### src/rtl/backslash_escape_codec_macros.svh
// assertion macros for the backslash escape codec
// used by modules that check their own control logic; no other dependencies
`ifndef BACKSLASH_ESCAPE_CODEC_MACROS_SVH
`define BACKSLASH_ESCAPE_CODEC_MACROS_SVH

// same-cycle implication, disabled in reset
`define BEC_ASSERT_NOW(label, clk, rst, ante, cons) \
  label: assert property (@(posedge clk) disable iff (rst) (ante) |-> (cons)) \
    else $error("bec check failed");

// next-cycle implication, disabled in reset
`define BEC_ASSERT_NEXT(label, clk, rst, ante, cons) \
  label: assert property (@(posedge clk) disable iff (rst) (ante) |=> (cons)) \
    else $error("bec check failed");

`endif

### src/rtl/bec_pkg.sv
// types and constants shared by the backslash escape codec
// no dependencies
package bec_pkg;

  localparam logic [7:0] CH_BACKSLASH = 8'h5C;
  localparam logic [7:0] CH_LETTER_N  = 8'h6E;
  localparam logic [7:0] CH_NEWLINE   = 8'h0A;
  localparam logic [7:0] CH_QUOTE     = 8'h22;
  localparam logic [7:0] CH_NUL       = 8'h00;

  localparam int unsigned CFG_INDEX_W = 2;
  localparam int unsigned CFG_DATA_W  = 16;

  localparam logic [CFG_INDEX_W-1:0] CFG_DIRECTION   = 2'd0;
  localparam logic [CFG_INDEX_W-1:0] CFG_ESCAPE_MODE = 2'd1;
  localparam logic [CFG_INDEX_W-1:0] CFG_MAX_LEN     = 2'd2;

  localparam logic DIR_ESCAPE   = 1'b0;
  localparam logic DIR_UNESCAPE = 1'b1;

  localparam logic [1:0] MODE_NEWLINE = 2'd0;
  localparam logic [1:0] MODE_QUOTE   = 2'd1;
  localparam logic [1:0] MODE_CAPB    = 2'd2;

  localparam logic [15:0] MAX_LEN_RESET = 16'hFFFF;

  typedef struct packed {
    logic [7:0] in_byte;
    logic       end_of_string;
  } bec_in_t;

  typedef struct packed {
    logic [7:0] out_byte;
    logic       is_terminator;
    logic       truncated;
  } bec_out_t;

  // one classified item: zero, one or two result beats
  typedef struct packed {
    logic [1:0] cnt;
    bec_out_t   first;
    bec_out_t   second;
  } bec_entry_t;

endpackage

### src/rtl/backslash_escape_codec.sv
// backslash escape codec top level: front classifier, entry queue, beat back end
// depends on bec_pkg, bec_front, bec_queue, bec_back
//
// Usage
//   item channel: one string byte per beat (item.in_byte), or an end beat
//   (item.end_of_string) that closes the string. result channel: one output
//   byte per beat; the string closes with a terminator beat carrying the
//   truncation flag. Both channels move a beat when valid is high and stall
//   is low.
//   cfg_write/cfg_index/cfg_data set direction (0), escape mode (1) and
//   max_len (2); write only while no string beats are in flight.
//   A result beat goes through the queue write, then the output register load.
//   Throughput: one item per cycle while the queue has room; the single result
//   port gives one beat per cycle while result_stall is low, so an item that
//   yields an escape pair or a pending backslash plus terminator occupies the
//   result port for two beats. The QUEUE_DEPTH-entry queue absorbs the
//   difference; item_stall rises only when it is full.
//   A stall on the result side holds the output register and fills the
//   queue, then backs up into the item side.
//   Reset (rst, synchronous) empties the queue and the output register,
//   clears the per-string state and returns the configuration to its
//   defaults.
module backslash_escape_codec #(
  parameter int unsigned QUEUE_DEPTH = 4
) (
  input  logic                            clk,
  input  logic                            rst,
  input  logic                            cfg_write,
  input  logic [bec_pkg::CFG_INDEX_W-1:0] cfg_index,
  input  logic [bec_pkg::CFG_DATA_W-1:0]  cfg_data,
  input  logic                            item_valid,
  output logic                            item_stall,
  input  bec_pkg::bec_in_t                item,
  output logic                            result_valid,
  input  logic                            result_stall,
  output bec_pkg::bec_out_t               result
);

  bec_pkg::bec_entry_t entry;
  bec_pkg::bec_entry_t head;
  logic                accept;
  logic                push;
  logic                full;
  logic                pop;
  logic                q_valid;

  assign item_stall = full;
  assign accept     = item_valid && !full;
  assign push       = accept && (entry.cnt != 2'd0);

  bec_front u_front (
    .clk       (clk),
    .rst       (rst),
    .cfg_write (cfg_write),
    .cfg_index (cfg_index),
    .cfg_data  (cfg_data),
    .accept    (accept),
    .item      (item),
    .entry     (entry)
  );

  bec_queue #(
    .DEPTH (QUEUE_DEPTH)
  ) u_queue (
    .clk       (clk),
    .rst       (rst),
    .push      (push),
    .push_data (entry),
    .full      (full),
    .pop       (pop),
    .nonempty  (q_valid),
    .head      (head)
  );

  bec_back u_back (
    .clk          (clk),
    .rst          (rst),
    .q_valid      (q_valid),
    .head         (head),
    .pop          (pop),
    .result_valid (result_valid),
    .result_stall (result_stall),
    .result       (result)
  );

endmodule

### src/rtl/bec_front.sv
// front end: configuration registers, per-string state and item classification
// depends on bec_pkg
module bec_front (
  input  logic                              clk,
  input  logic                              rst,
  input  logic                              cfg_write,
  input  logic [bec_pkg::CFG_INDEX_W-1:0]   cfg_index,
  input  logic [bec_pkg::CFG_DATA_W-1:0]    cfg_data,
  input  logic                              accept,
  input  bec_pkg::bec_in_t                  item,
  output bec_pkg::bec_entry_t               entry
);

  logic        direction;
  logic [1:0]  escape_mode;
  logic [15:0] max_len;

  logic [15:0] out_count;
  logic [15:0] out_count_next;
  logic        pending;
  logic        pending_next;
  logic        stopped;
  logic        stopped_next;

  logic [15:0] cap;
  logic [16:0] cnt1;
  logic [7:0]  b;
  logic        esc;

  assign cap  = (max_len == 16'd0) ? 16'd0 : max_len - 16'd1;
  assign cnt1 = {1'b0, out_count} + 17'd1;
  assign b    = item.in_byte;
  assign esc  = (b == bec_pkg::CH_NEWLINE) ||
                (escape_mode == bec_pkg::MODE_QUOTE && b == bec_pkg::CH_QUOTE) ||
                (escape_mode == bec_pkg::MODE_CAPB && b == bec_pkg::CH_BACKSLASH);

  always_comb begin
    entry          = '0;
    out_count_next = out_count;
    pending_next   = pending;
    stopped_next   = stopped;
    if (item.end_of_string) begin
      if (direction == bec_pkg::DIR_UNESCAPE && pending) begin
        entry.cnt    = 2'd2;
        entry.first  = '{bec_pkg::CH_BACKSLASH, 1'b0, 1'b0};
        entry.second = '{bec_pkg::CH_NUL, 1'b1, stopped};
      end else begin
        entry.cnt   = 2'd1;
        entry.first = '{bec_pkg::CH_NUL, 1'b1, stopped};
      end
      out_count_next = 16'd0;
      pending_next   = 1'b0;
      stopped_next   = 1'b0;
    end else if (direction == bec_pkg::DIR_ESCAPE) begin
      if (!stopped) begin
        if (out_count >= cap) begin
          stopped_next = 1'b1;
        end else if (esc) begin
          if (cnt1 >= {1'b0, cap}) begin
            stopped_next = 1'b1;
          end else begin
            entry.cnt      = 2'd2;
            entry.first    = '{bec_pkg::CH_BACKSLASH, 1'b0, 1'b0};
            entry.second   = '{(b == bec_pkg::CH_NEWLINE) ? bec_pkg::CH_LETTER_N : b,
                               1'b0, 1'b0};
            out_count_next = out_count + 16'd2;
          end
        end else begin
          entry.cnt      = 2'd1;
          entry.first    = '{b, 1'b0, 1'b0};
          out_count_next = out_count + 16'd1;
        end
      end
    end else if (!pending) begin
      if (!stopped) begin
        if (out_count >= cap) begin
          stopped_next = 1'b1;
        end else if (b == bec_pkg::CH_BACKSLASH) begin
          pending_next = 1'b1;
        end else begin
          entry.cnt      = 2'd1;
          entry.first    = '{b, 1'b0, 1'b0};
          out_count_next = out_count + 16'd1;
        end
      end
    end else begin
      pending_next = 1'b0;
      if (b == bec_pkg::CH_LETTER_N) begin
        entry.cnt      = 2'd1;
        entry.first    = '{bec_pkg::CH_NEWLINE, 1'b0, 1'b0};
        out_count_next = out_count + 16'd1;
      end else if ((escape_mode == bec_pkg::MODE_QUOTE && b == bec_pkg::CH_QUOTE) ||
                   escape_mode == bec_pkg::MODE_CAPB) begin
        entry.cnt      = 2'd1;
        entry.first    = '{b, 1'b0, 1'b0};
        out_count_next = out_count + 16'd1;
      end else begin
        // undecoded pair: backslash out, second byte taken as fresh
        entry.cnt      = 2'd1;
        entry.first    = '{bec_pkg::CH_BACKSLASH, 1'b0, 1'b0};
        out_count_next = out_count + 16'd1;
        if (!stopped) begin
          if (cnt1 >= {1'b0, cap}) begin
            stopped_next = 1'b1;
          end else if (b == bec_pkg::CH_BACKSLASH) begin
            pending_next = 1'b1;
          end else begin
            entry.cnt      = 2'd2;
            entry.second   = '{b, 1'b0, 1'b0};
            out_count_next = out_count + 16'd2;
          end
        end
      end
    end
  end

  always_ff @(posedge clk) begin
    if (rst) begin
      direction   <= bec_pkg::DIR_ESCAPE;
      escape_mode <= bec_pkg::MODE_NEWLINE;
      max_len     <= bec_pkg::MAX_LEN_RESET;
    end else if (cfg_write) begin
      case (cfg_index)
        bec_pkg::CFG_DIRECTION:   direction   <= cfg_data[0];
        bec_pkg::CFG_ESCAPE_MODE: escape_mode <= cfg_data[1:0];
        bec_pkg::CFG_MAX_LEN:     max_len     <= cfg_data[15:0];
        default: ;
      endcase
    end
  end

  always_ff @(posedge clk) begin
    if (rst) begin
      out_count <= 16'd0;
      pending   <= 1'b0;
      stopped   <= 1'b0;
    end else if (accept) begin
      out_count <= out_count_next;
      pending   <= pending_next;
      stopped   <= stopped_next;
    end
  end

endmodule

### src/rtl/bec_queue.sv
// short queue of classified entries between front and back
// depends on bec_pkg
module bec_queue #(
  parameter int unsigned DEPTH = 4
) (
  input  logic                clk,
  input  logic                rst,
  input  logic                push,
  input  bec_pkg::bec_entry_t push_data,
  output logic                full,
  input  logic                pop,
  output logic                nonempty,
  output bec_pkg::bec_entry_t head
);

  localparam int unsigned PTR_W = (DEPTH > 1) ? $clog2(DEPTH) : 1;
  localparam int unsigned CNT_W = $clog2(DEPTH + 1);
  localparam logic [PTR_W-1:0] LAST = PTR_W'(DEPTH - 1);

  bec_pkg::bec_entry_t slots [DEPTH];
  logic [PTR_W-1:0] wr_ptr;
  logic [PTR_W-1:0] rd_ptr;
  logic [CNT_W-1:0] count;

  assign full     = (count == CNT_W'(DEPTH));
  assign nonempty = (count != '0);
  assign head     = slots[rd_ptr];

  always_ff @(posedge clk) begin
    if (push) begin
      slots[wr_ptr] <= push_data;
    end
  end

  always_ff @(posedge clk) begin
    if (rst) begin
      wr_ptr <= '0;
      rd_ptr <= '0;
      count  <= '0;
    end else begin
      if (push) begin
        wr_ptr <= (wr_ptr == LAST) ? '0 : wr_ptr + 1'b1;
      end
      if (pop) begin
        rd_ptr <= (rd_ptr == LAST) ? '0 : rd_ptr + 1'b1;
      end
      case ({push, pop})
        2'b10:   count <= count + 1'b1;
        2'b01:   count <= count - 1'b1;
        default: count <= count;
      endcase
    end
  end

endmodule

### src/rtl/bec_back.sv
// back end: splits queued entries into result beats behind an output register
// depends on bec_pkg and backslash_escape_codec_macros.svh
`include "backslash_escape_codec_macros.svh"

module bec_back (
  input  logic                clk,
  input  logic                rst,
  input  logic                q_valid,
  input  bec_pkg::bec_entry_t head,
  output logic                pop,
  output logic                result_valid,
  input  logic                result_stall,
  output bec_pkg::bec_out_t   result
);

  logic              sel;
  logic              load;
  logic              last;
  bec_pkg::bec_out_t beat;

  assign beat = sel ? head.second : head.first;
  assign last = sel || (head.cnt == 2'd1);
  assign load = q_valid && (!result_valid || !result_stall);
  assign pop  = load && last;

  always_ff @(posedge clk) begin
    if (load) begin
      result <= beat;
    end
  end

  always_ff @(posedge clk) begin
    if (rst) begin
      result_valid <= 1'b0;
      sel          <= 1'b0;
    end else begin
      if (load) begin
        result_valid <= 1'b1;
        sel          <= !last;
      end else if (!result_stall) begin
        result_valid <= 1'b0;
      end
    end
  end

  `BEC_ASSERT_NOW(a_entry_nonempty, clk, rst, q_valid, head.cnt != 2'd0)
  `BEC_ASSERT_NOW(a_sel_on_pair, clk, rst, sel, q_valid && head.cnt == 2'd2)
  `BEC_ASSERT_NOW(a_term_zero, clk, rst, result_valid && result.is_terminator,
                  result.out_byte == bec_pkg::CH_NUL)
  `BEC_ASSERT_NOW(a_trunc_on_term, clk, rst, result_valid && result.truncated,
                  result.is_terminator)

endmodule

### config.mk
export PLATFORM = sky130hd
export DESIGN_NAME = backslash_escape_codec
export DESIGN_NICKNAME = d
export VERILOG_FILES = /design/src/rtl/bec_pkg.sv /design/src/rtl/backslash_escape_codec.sv /design/src/rtl/bec_front.sv /design/src/rtl/bec_queue.sv /design/src/rtl/bec_back.sv
export VERILOG_INCLUDE_DIRS = /design/src /design/src/rtl
export SDC_FILE = /design/constraint.sdc
export NUM_CORES = 1
export LEC_CHECK = 0
export ABC_AREA = 1
export ABC_CLOCK_PERIOD_IN_PS = 4550
export BUFFER_PORTS_ARGS = -buffer_cell sky130_fd_sc_hd__buf_2
export CAP_MARGIN = 15
export CORE_MARGIN = 2
export CORE_UTILIZATION = 30
export CTS_CLUSTER_SIZE = 14
export DETAILED_ROUTE_END_ITERATION = 16
export GPL_TIMING_DRIVEN = 0
export PLACE_DENSITY_LB_ADDON = 0.15
export SYNTH_ARGS = -nofsm -noshare
export SYNTH_HDL_FRONTEND = slang
export SYNTH_SLANG_ARGS = --single-unit
### constraint.sdc
create_clock -name clk -period 4.55 [get_ports clk]
set_input_delay 0.2275 -clock clk [delete_from_list [all_inputs] [get_ports clk]]
set_output_delay 0.2275 -clock clk [all_outputs]
set_load 0.01 [all_outputs]
==> impl_metrics.env, run 1 <==
export IMPL_power_density_mw_per_mm2=410
export IMPL_via_per_inst=4.90
export IMPL_leakage_nw=4.53
export IMPL_worstPathRequired_ns=4.67
export IMPL_grt_setup_unrepaired="yes"
export IMPL_criticalPathCategory="reg -> reg"
export IMPL_area_delta_synth_final_pct=20.4
export IMPL_synth_seq_cells=146
export IMPL_drtPass1Iterations=5
export IMPL_min_to="u_front.max_len[2]"
export IMPL_drcViolationCount=0
export IMPL_clkSinkCount=146
export IMPL_maxSlewHeadroom_pct=44.6
export IMPL_rrSetupSlack_ns=0.26
export IMPL_worstHoldStart="cfg_data[2]"
export IMPL_synth_distinct_cells=47
export IMPL_status="complete, no violations"
export IMPL_die_area_sq_mm=0.0305
export IMPL_fin_skew_ns=0.0173
export IMPL_gp_congestion=0.886
export IMPL_design_core_area_sq_mm=0.0287
export IMPL_grt_pass1_wl_um=43100
export IMPL_wl_met3_um=964
export IMPL_cts_buffer_depth=2
export IMPL_fillers=3067
export IMPL_final_nets=1288
export IMPL_timing_rr_end="u_queue.slots[3][1]"
export IMPL_worstSetupEndpointType="flop"
export IMPL_grt_overflow_total=0
export IMPL_max_freq_mhz=233
export IMPL_period_share_pct=94.2
export IMPL_setup_ws_ns=0.264
export IMPL_synthFlopType="edfxtp_1"
export IMPL_final_cell_mix="nand2_1, nor2_1, inv_1, edfxtp_1, o21ai_0"
export IMPL_tightest_slew_ns=0.829
export IMPL_dieWidth_um=175
export IMPL_holdPathStages=3
export IMPL_cts_root_buf="clkbuf_16"
export IMPL_setup_viol=0
export IMPL_synth_edff_count=98
export IMPL_synth_warnings=0
export IMPL_avgRoutedWirePerCell_um=17.2
export IMPL_num_vias=7901
export IMPL_grt_usage_pct=18.4
export IMPL_synthesis_nets=1198
export IMPL_dieHeight_um=175
export IMPL_total_power_mw=4.32
export IMPL_setup_tns_ns=0
export IMPL_hold_class="in -> reg"
export IMPL_final_common_cell="nand2_1"
export IMPL_drtIter0Drc=468
export IMPL_syn_inst=1124
export IMPL_drive_gt1_share_pct=14.1
export IMPL_io_buffers=42
export IMPL_drt_wl_total_um=27700
export IMPL_ys_seq_area_share_pct=44.6
export IMPL_antenna_found_initial=0
export IMPL_ff2ff_path_depth=24
export IMPL_cap_violations=0
export IMPL_grt_pass1_vias=7623
export IMPL_cts_tree="yes"
export IMPL_routedLengthMet1_um=12400
export IMPL_start_kind="flop"
export IMPL_cp_max_fo=14
export IMPL_hpwl_um=20800
export IMPL_clk_pin_slew_ns=0.07
export IMPL_ant_nets=0
export IMPL_async_flop_share_pct=0
export IMPL_preCtsSetupSlack_ns=-0.571
export IMPL_period_needed_ns=4.29
export IMPL_final_max_slew_violation_count=0
export IMPL_critical_path_arrival_ns=4.41
export IMPL_clock_latency_ns=0.43
export IMPL_timing_hold_violations_final=0
export IMPL_htree_levels=4
export IMPL_top_layer_used="met4"
export IMPL_grt_max_degree=17
export IMPL_dr_wl_met2_um=13700
export IMPL_avgSynthCellArea_sq_um=7.78
export IMPL_peakVddDrop_mv=0.231
export IMPL_cts_buffers=17
export IMPL_num_rows=62
export IMPL_rr_startpoint="u_front.max_len[0]"
export IMPL_ios=44
export IMPL_syn_cell_area_sq_mm=0.00875
export IMPL_start_util_pct=30.5
## registers in the layout, indices dropped and copies added (netlist names), named ones only
signal,count
u_front.out_count,16
u_queue.wr_ptr,2
u_back.result_valid,1
u_front.stopped,1
u_queue.count,3
u_queue.rd_ptr,2
u_back.result,10
u_back.sel,1
u_front.pending,1
u_front.max_len,16
u_front.escape_mode,2
u_queue.slots,88
u_front.direction,1
## cell families after synthesis
family	Yosys count	share of synthesized area [%]
and+or+nand+nor	570	28.0
AOI/OAI and AO/OA	178	11.4
buffers and inverters	162	7.25
DFF	146	44.6
adders and majority gates	42	6.09
xor gates and xnor gates	26	2.60
## cell usage after synthesis, types with 2 or more instances
cell type / instances / area (sq um)
dfxtp_1: 48 / 961
ha_1: 41 / 513
nor2_4: 2 / 22.5
buf_2: 6 / 30.0
a31oi_1: 13 / 81.3
nand3_1: 78 / 390
o21ai_1: 2 / 10.0
nand2_1: 230 / 863
xor2_1: 25 / 219
nand3_4: 2 / 35.0
nand3_2: 2 / 20.0
nor4_1: 2 / 12.5
nand4_1: 26 / 163
o21ai_0: 80 / 400
nor2_2: 6 / 37.5
nor3_1: 20 / 100
buf_1: 3 / 11.3
clkbuf_1: 23 / 86.3
or2_2: 4 / 25.0
clkinv_1: 2 / 7.51
inv_2: 4 / 15.0
a221oi_1: 2 / 17.5
nor2_1: 190 / 713
o31ai_1: 2 / 15.0
edfxtp_1: 98 / 2940
o22ai_1: 12 / 75.1
o211ai_1: 7 / 52.6
nor3_2: 2 / 20.0
a22oi_1: 2 / 15.0
nand2_2: 4 / 25.0
inv_1: 121 / 454
a21oi_1: 49 / 245
buf_6: 2 / 22.5
## power breakdown
part	internal [mW]	total (mW)	leakage [nW]	switching, mW
registers	1.64	1.72	1.32	0.0772
logic	0.417	1.24	2.95	0.820
clock network	0.758	1.36	0.265	0.600
total	2.82	4.32	4.53	1.50
## worst max-delay path by stage
stage	from	endpoint	slack [ns]	cells after the start
3_3_place_gp	u_front.max_len[0]	u_queue.slots[3][13]	-1.63	23
5_1_grt	u_front.max_len[2]	u_queue.count[2]	-0.12	26
3_5_place_dp	u_front.max_len[0]	u_queue.count[2]	-0.57	29
4_1_cts	u_front.max_len[0]	u_queue.count[2]	0.002	31
2_1_floorplan	u_front.max_len[0]	u_queue.slots[0][0]	0.28	23
6_report	u_front.max_len[0]	u_queue.slots[3][1]	0.26	24
## repair_timing
action / in CTS / in global routing
hold buffers: 5 / 0
buffers inserted: 3 / 16
pin swaps: 5 / 11
hold endpoints to repair: 5 / 0
setup endpoints to repair: 107 / 97
resized for setup: 17 / 35
## routing by layer
layer	up-vias	track usage [%]
li1	3964	-
met1	3724	23.2
met2	175	32.1
met3	38	2.74
met4	0	6.25
met5	-	0
## cell type report
type	count	area, sq um	share of cell area, %
repair buffers	71	524	4.98
multi-input cells	816	4410	41.9
flip-flops and latches	146	3910	37.1
clock buffers	17	425	4.04
diodes	1	2.50	0.0238
inverters	127	477	4.53
plain buffers	35	166	1.58
well taps	384	480	4.56
clock inverters	15	133	1.26
## critical path, cell delays in order (launching register included)
cell and delay [ns]:
dfxtp_1 0.31, inv_1 0.12, ha_2 0.22, inv_1 0.05, nor2_2 0.13, nand2_1 0.10, nor2_2 0.11, nand2_1 0.08
nor2_1 0.12, inv_1 0.09, nor2_4 0.12, nand2_1 0.07, a32oi_2 0.26, buf_4 0.16, ha_1 0.21, nand2_1 0.14
o21ai_0 0.13, a21oi_2 0.21, nand4_1 0.21, nand2_2 0.16, nand3_4 0.12, buf_12 0.16, buf_4 0.13, nor2_4 0.32
buf_16 0.21
## stage by stage
step	area (sq um)	utilization [%]	std cells	hold WS [ns]
final	10500	36.7	1612	0.0137
after global routing	10500	36.7	1611	0.0148
after CTS	10300	35.8	1595	0.000613
after detailed placement	9560	33.3	1555	0.442
after global placement	9440	32.9	1550	0.439
after floorplan	8750	-	1124	0.354
No activity file was read; power rests on OpenSTA's default activity.
==> inputs of run 2 (changes only) <==
--- a/config.mk
+++ b/config.mk
@@ -9,3 +9,3 @@
 export ABC_AREA = 1
-export ABC_CLOCK_PERIOD_IN_PS = 4550
+export ABC_CLOCK_PERIOD_IN_PS = 4900
 export BUFFER_PORTS_ARGS = -buffer_cell sky130_fd_sc_hd__buf_2
@@ -13,3 +13,3 @@
 export CORE_MARGIN = 2
-export CORE_UTILIZATION = 30
+export CORE_UTILIZATION = 62
 export CTS_CLUSTER_SIZE = 14
==> constraint.sdc (replaced) <==
create_clock -name clk -period 4.9 [get_ports clk]
set_input_delay 0.245 -clock clk [delete_from_list [all_inputs] [get_ports clk]]
set_output_delay 0.245 -clock clk [all_outputs]
set_load 0.1 [all_outputs]
==> run 2 against run 1 <==
  * Combinational power is 16% higher
  * Clock skew is 0.0013 ns lower
  * Sequential share of layout area is 2.2 points higher
  * Critical path type unchanged
==> impl_metrics.env, run 2 (synthesis results as in run 1) <==
export IMPL_p_switching_mw=1.72
export IMPL_cts_tree="yes"
export IMPL_hold_class="in -> reg"
export IMPL_start_util_pct=63.3
export IMPL_seqPwrFrac_pct=37.1
export IMPL_holdWs_ns=0.0232
export IMPL_area_delta_synth_final_pct=13.4
export IMPL_comb_power_share_pct=33.3
export IMPL_power_density_mw_per_mm2=437
export IMPL_final_nets=1264
export IMPL_maxSlewHeadroom_pct=36.2
export IMPL_largest_reg_flops=88
export IMPL_cpMaxStageDelayCell="or3_1"
export IMPL_fin_skew_ns=0.0160
export IMPL_io_buffers=42
export IMPL_holdPathStages=3
export IMPL_avgRoutedWirePerCell_um=18.0
export IMPL_cts_buffers=17
export IMPL_critical_path_arrival_ns=4.98
export IMPL_ant_nets=0
export IMPL_timing_critical_path_buf_inv=2
export IMPL_timing_rr_end="u_queue.count[2]"
export IMPL_p_sw_share_pct=39.6
export IMPL_grt_max_degree=18
export IMPL_grt_usage_pct=34.4
export IMPL_design_core_area_sq_mm=0.0138
export IMPL_drcViolationCount=0
export IMPL_peakVddDrop_mv=0.204
export IMPL_tightest_slew_ns=0.953
export IMPL_top_register="u_queue.slots"
export IMPL_drive_gt1_share_pct=10.6
export IMPL_crit_family="simple AND/OR/NAND/NOR gates"
export IMPL_htree_levels=4
export IMPL_grt_pass1_vias=7702
export IMPL_gp_congestion=0.987
export IMPL_rrSetupSlack_ns=0.22
export IMPL_cts_root_buf="clkbuf_16"
export IMPL_fillers=1099
export IMPL_rr_startpoint="u_front.max_len[2]"
export IMPL_start_kind="flop"
export IMPL_ios=44
export IMPL_period_share_pct=95.5
export IMPL_clock_latency_ns=0.43
export IMPL_drt_wl_total_um=25000
export IMPL_cp_max_fo=10
export IMPL_via_per_inst=5.99
export IMPL_ff2ff_path_depth=24
export IMPL_internal_power_mw=2.62
export IMPL_top_regs="u_queue.slots x88, u_front.max_len x16, u_front.out_count x16"
export IMPL_hpwl_um=18000
export IMPL_grt_pass1_wl_um=39100
export IMPL_dpl_cell_area_sq_mm=0.00926
export IMPL_final_common_cell="nand2_1"
export IMPL_setup_viol=0
export IMPL_final_cell_mix="nand2_1, nor2_1, inv_1, edfxtp_1, o21ai_0"
export IMPL_register_area_sq_mm=0.00390
export IMPL_leakage_nw=4.39
export IMPL_drtIter0Drc=941
export IMPL_status="complete, no violations"
export IMPL_worstHoldStart="cfg_data[2]"
export IMPL_die_area_sq_mm=0.0151
export IMPL_grt_overflow_total=0
export IMPL_period_needed_ns=4.68
export IMPL_cap_violations=0
export IMPL_multi_input_area_sq_mm=0.00429
export IMPL_criticalPathCategory="reg -> reg"
export IMPL_crit_path_max_incr_delay_ns=0.39
export IMPL_num_rows=43
export IMPL_grt_setup_unrepaired="yes"
export IMPL_clk_pin_slew_ns=0.07
export IMPL_dieWidth_um=123
export IMPL_final_max_slew_violation_count=0
export IMPL_min_to="u_front.max_len[2]"
export IMPL_cts_buffer_depth=2
export IMPL_worstSetupEndpointType="flop"
export IMPL_postCtsHoldBufs=0
export IMPL_num_vias=8286
export IMPL_dieHeight_um=123
export IMPL_design_area_sq_mm=0.00992
export IMPL_clkSinkCount=146
export IMPL_max_freq_mhz=214
export IMPL_crit_chain="nor2_1 -> nand2_1 -> nor3_2 -> nand2_1 -> or3_1 -> nor3_4 -> nand3_1 -> a21oi_1 -> o21ai_0 -> ha_1 -> nand2_1 -> nor3_4 -> nand3_1 -> nand4_1 -> nand2_2 -> nand3_4 -> buf_8 -> ha_1 -> inv_1 -> fa_1 -> a21oi_1 -> o21ai_0 -> o21ai_0 -> a21oi_1"
export IMPL_antenna_found_initial=0
export IMPL_worstPathRequired_ns=5.20
export IMPL_timing_hold_violations_final=0
export IMPL_clockPowerShare_pct=29.7
export IMPL_drtPass1Iterations=7
## run 2: through the flow
stage / setup WS (ns) / std cells / utilization (%) / setup TNS [ns] / power [mW]
4_1_cts: 0.0315 / 1382 / 71.3 / 0 / 4.32
5_1_grt: -0.126 / 1383 / 71.7 / -0.126 / 4.54
3_5_place_dp: -0.0512 / 1350 / 67.0 / -0.502 / 3.03
6_report: 0.219 / 1384 / 71.8 / 0 / 4.34
2_1_floorplan: 0.620 / 1124 / - / 0 / 2.64
3_3_place_gp: -0.835 / 1346 / 66.4 / -72.96 / 2.96
## run 2: worst min-delay path: stages
cell and delay [ns]:
buf_2 0.07, nand2_1 0.04, nand3_1 0.06
## run 2: power by group through the flow
stage,sequential (mW),combinational (mW),clock [mW]
final,1.61,1.44,1.29
after global routing,1.62,1.56,1.35
after CTS,1.61,1.42,1.29
after detailed placement,1.63,1.40,0
after global placement,1.62,1.34,0
after floorplan,1.96,0.683,0
## run 2: what timing repair did
item	4_1_cts	5_1_grt
gates cloned	0	0
setup endpoints to repair	19	81
pin swaps	0	1
buffers inserted	0	1
gates resized for setup	3	13
## run 2: routing by layer
layer / GRT usage, % / part of all wire (%) / up-vias
met1: 39.9 / 37 / 3778
met3: 6.51 / 7.7 / 116
met2: 60.2 / 50 / 463
met4: 18.1 / 5.3 / 0
met5: 0 / 0 / -
li1: - / - / 3929
## run 2: how the worst max path moves through the flow
stage	from	endpoint	slack, ns	depth (start not counted)
floorplan	u_queue.count[0]	u_queue.count[2]	0.62	13
global placement	u_front.max_len[0]	u_queue.slots[1][19]	-0.84	23
detailed placement	u_front.max_len[0]	u_queue.slots[1][19]	-0.05	24
CTS	u_front.max_len[0]	u_queue.slots[3][13]	0.03	24
global route	u_front.max_len[0]	u_queue.count[2]	-0.13	32
finish	u_front.max_len[2]	u_queue.count[2]	0.22	24
## run 2: cell type report
| cell class | instances | share of cell area [%] |
|---|---|---|
| flip-flops and latches | 146 | 39.3 |
| plain buffers | 35 | 1.63 |
| multi-input cells | 816 | 43.3 |
| repair buffers | 47 | 2.80 |
| well taps | 180 | 2.27 |
| diodes | 1 | 0.0252 |
| clock inverters | 14 | 1.55 |
| inverters | 127 | 4.80 |
| clock buffers | 18 | 4.32 |
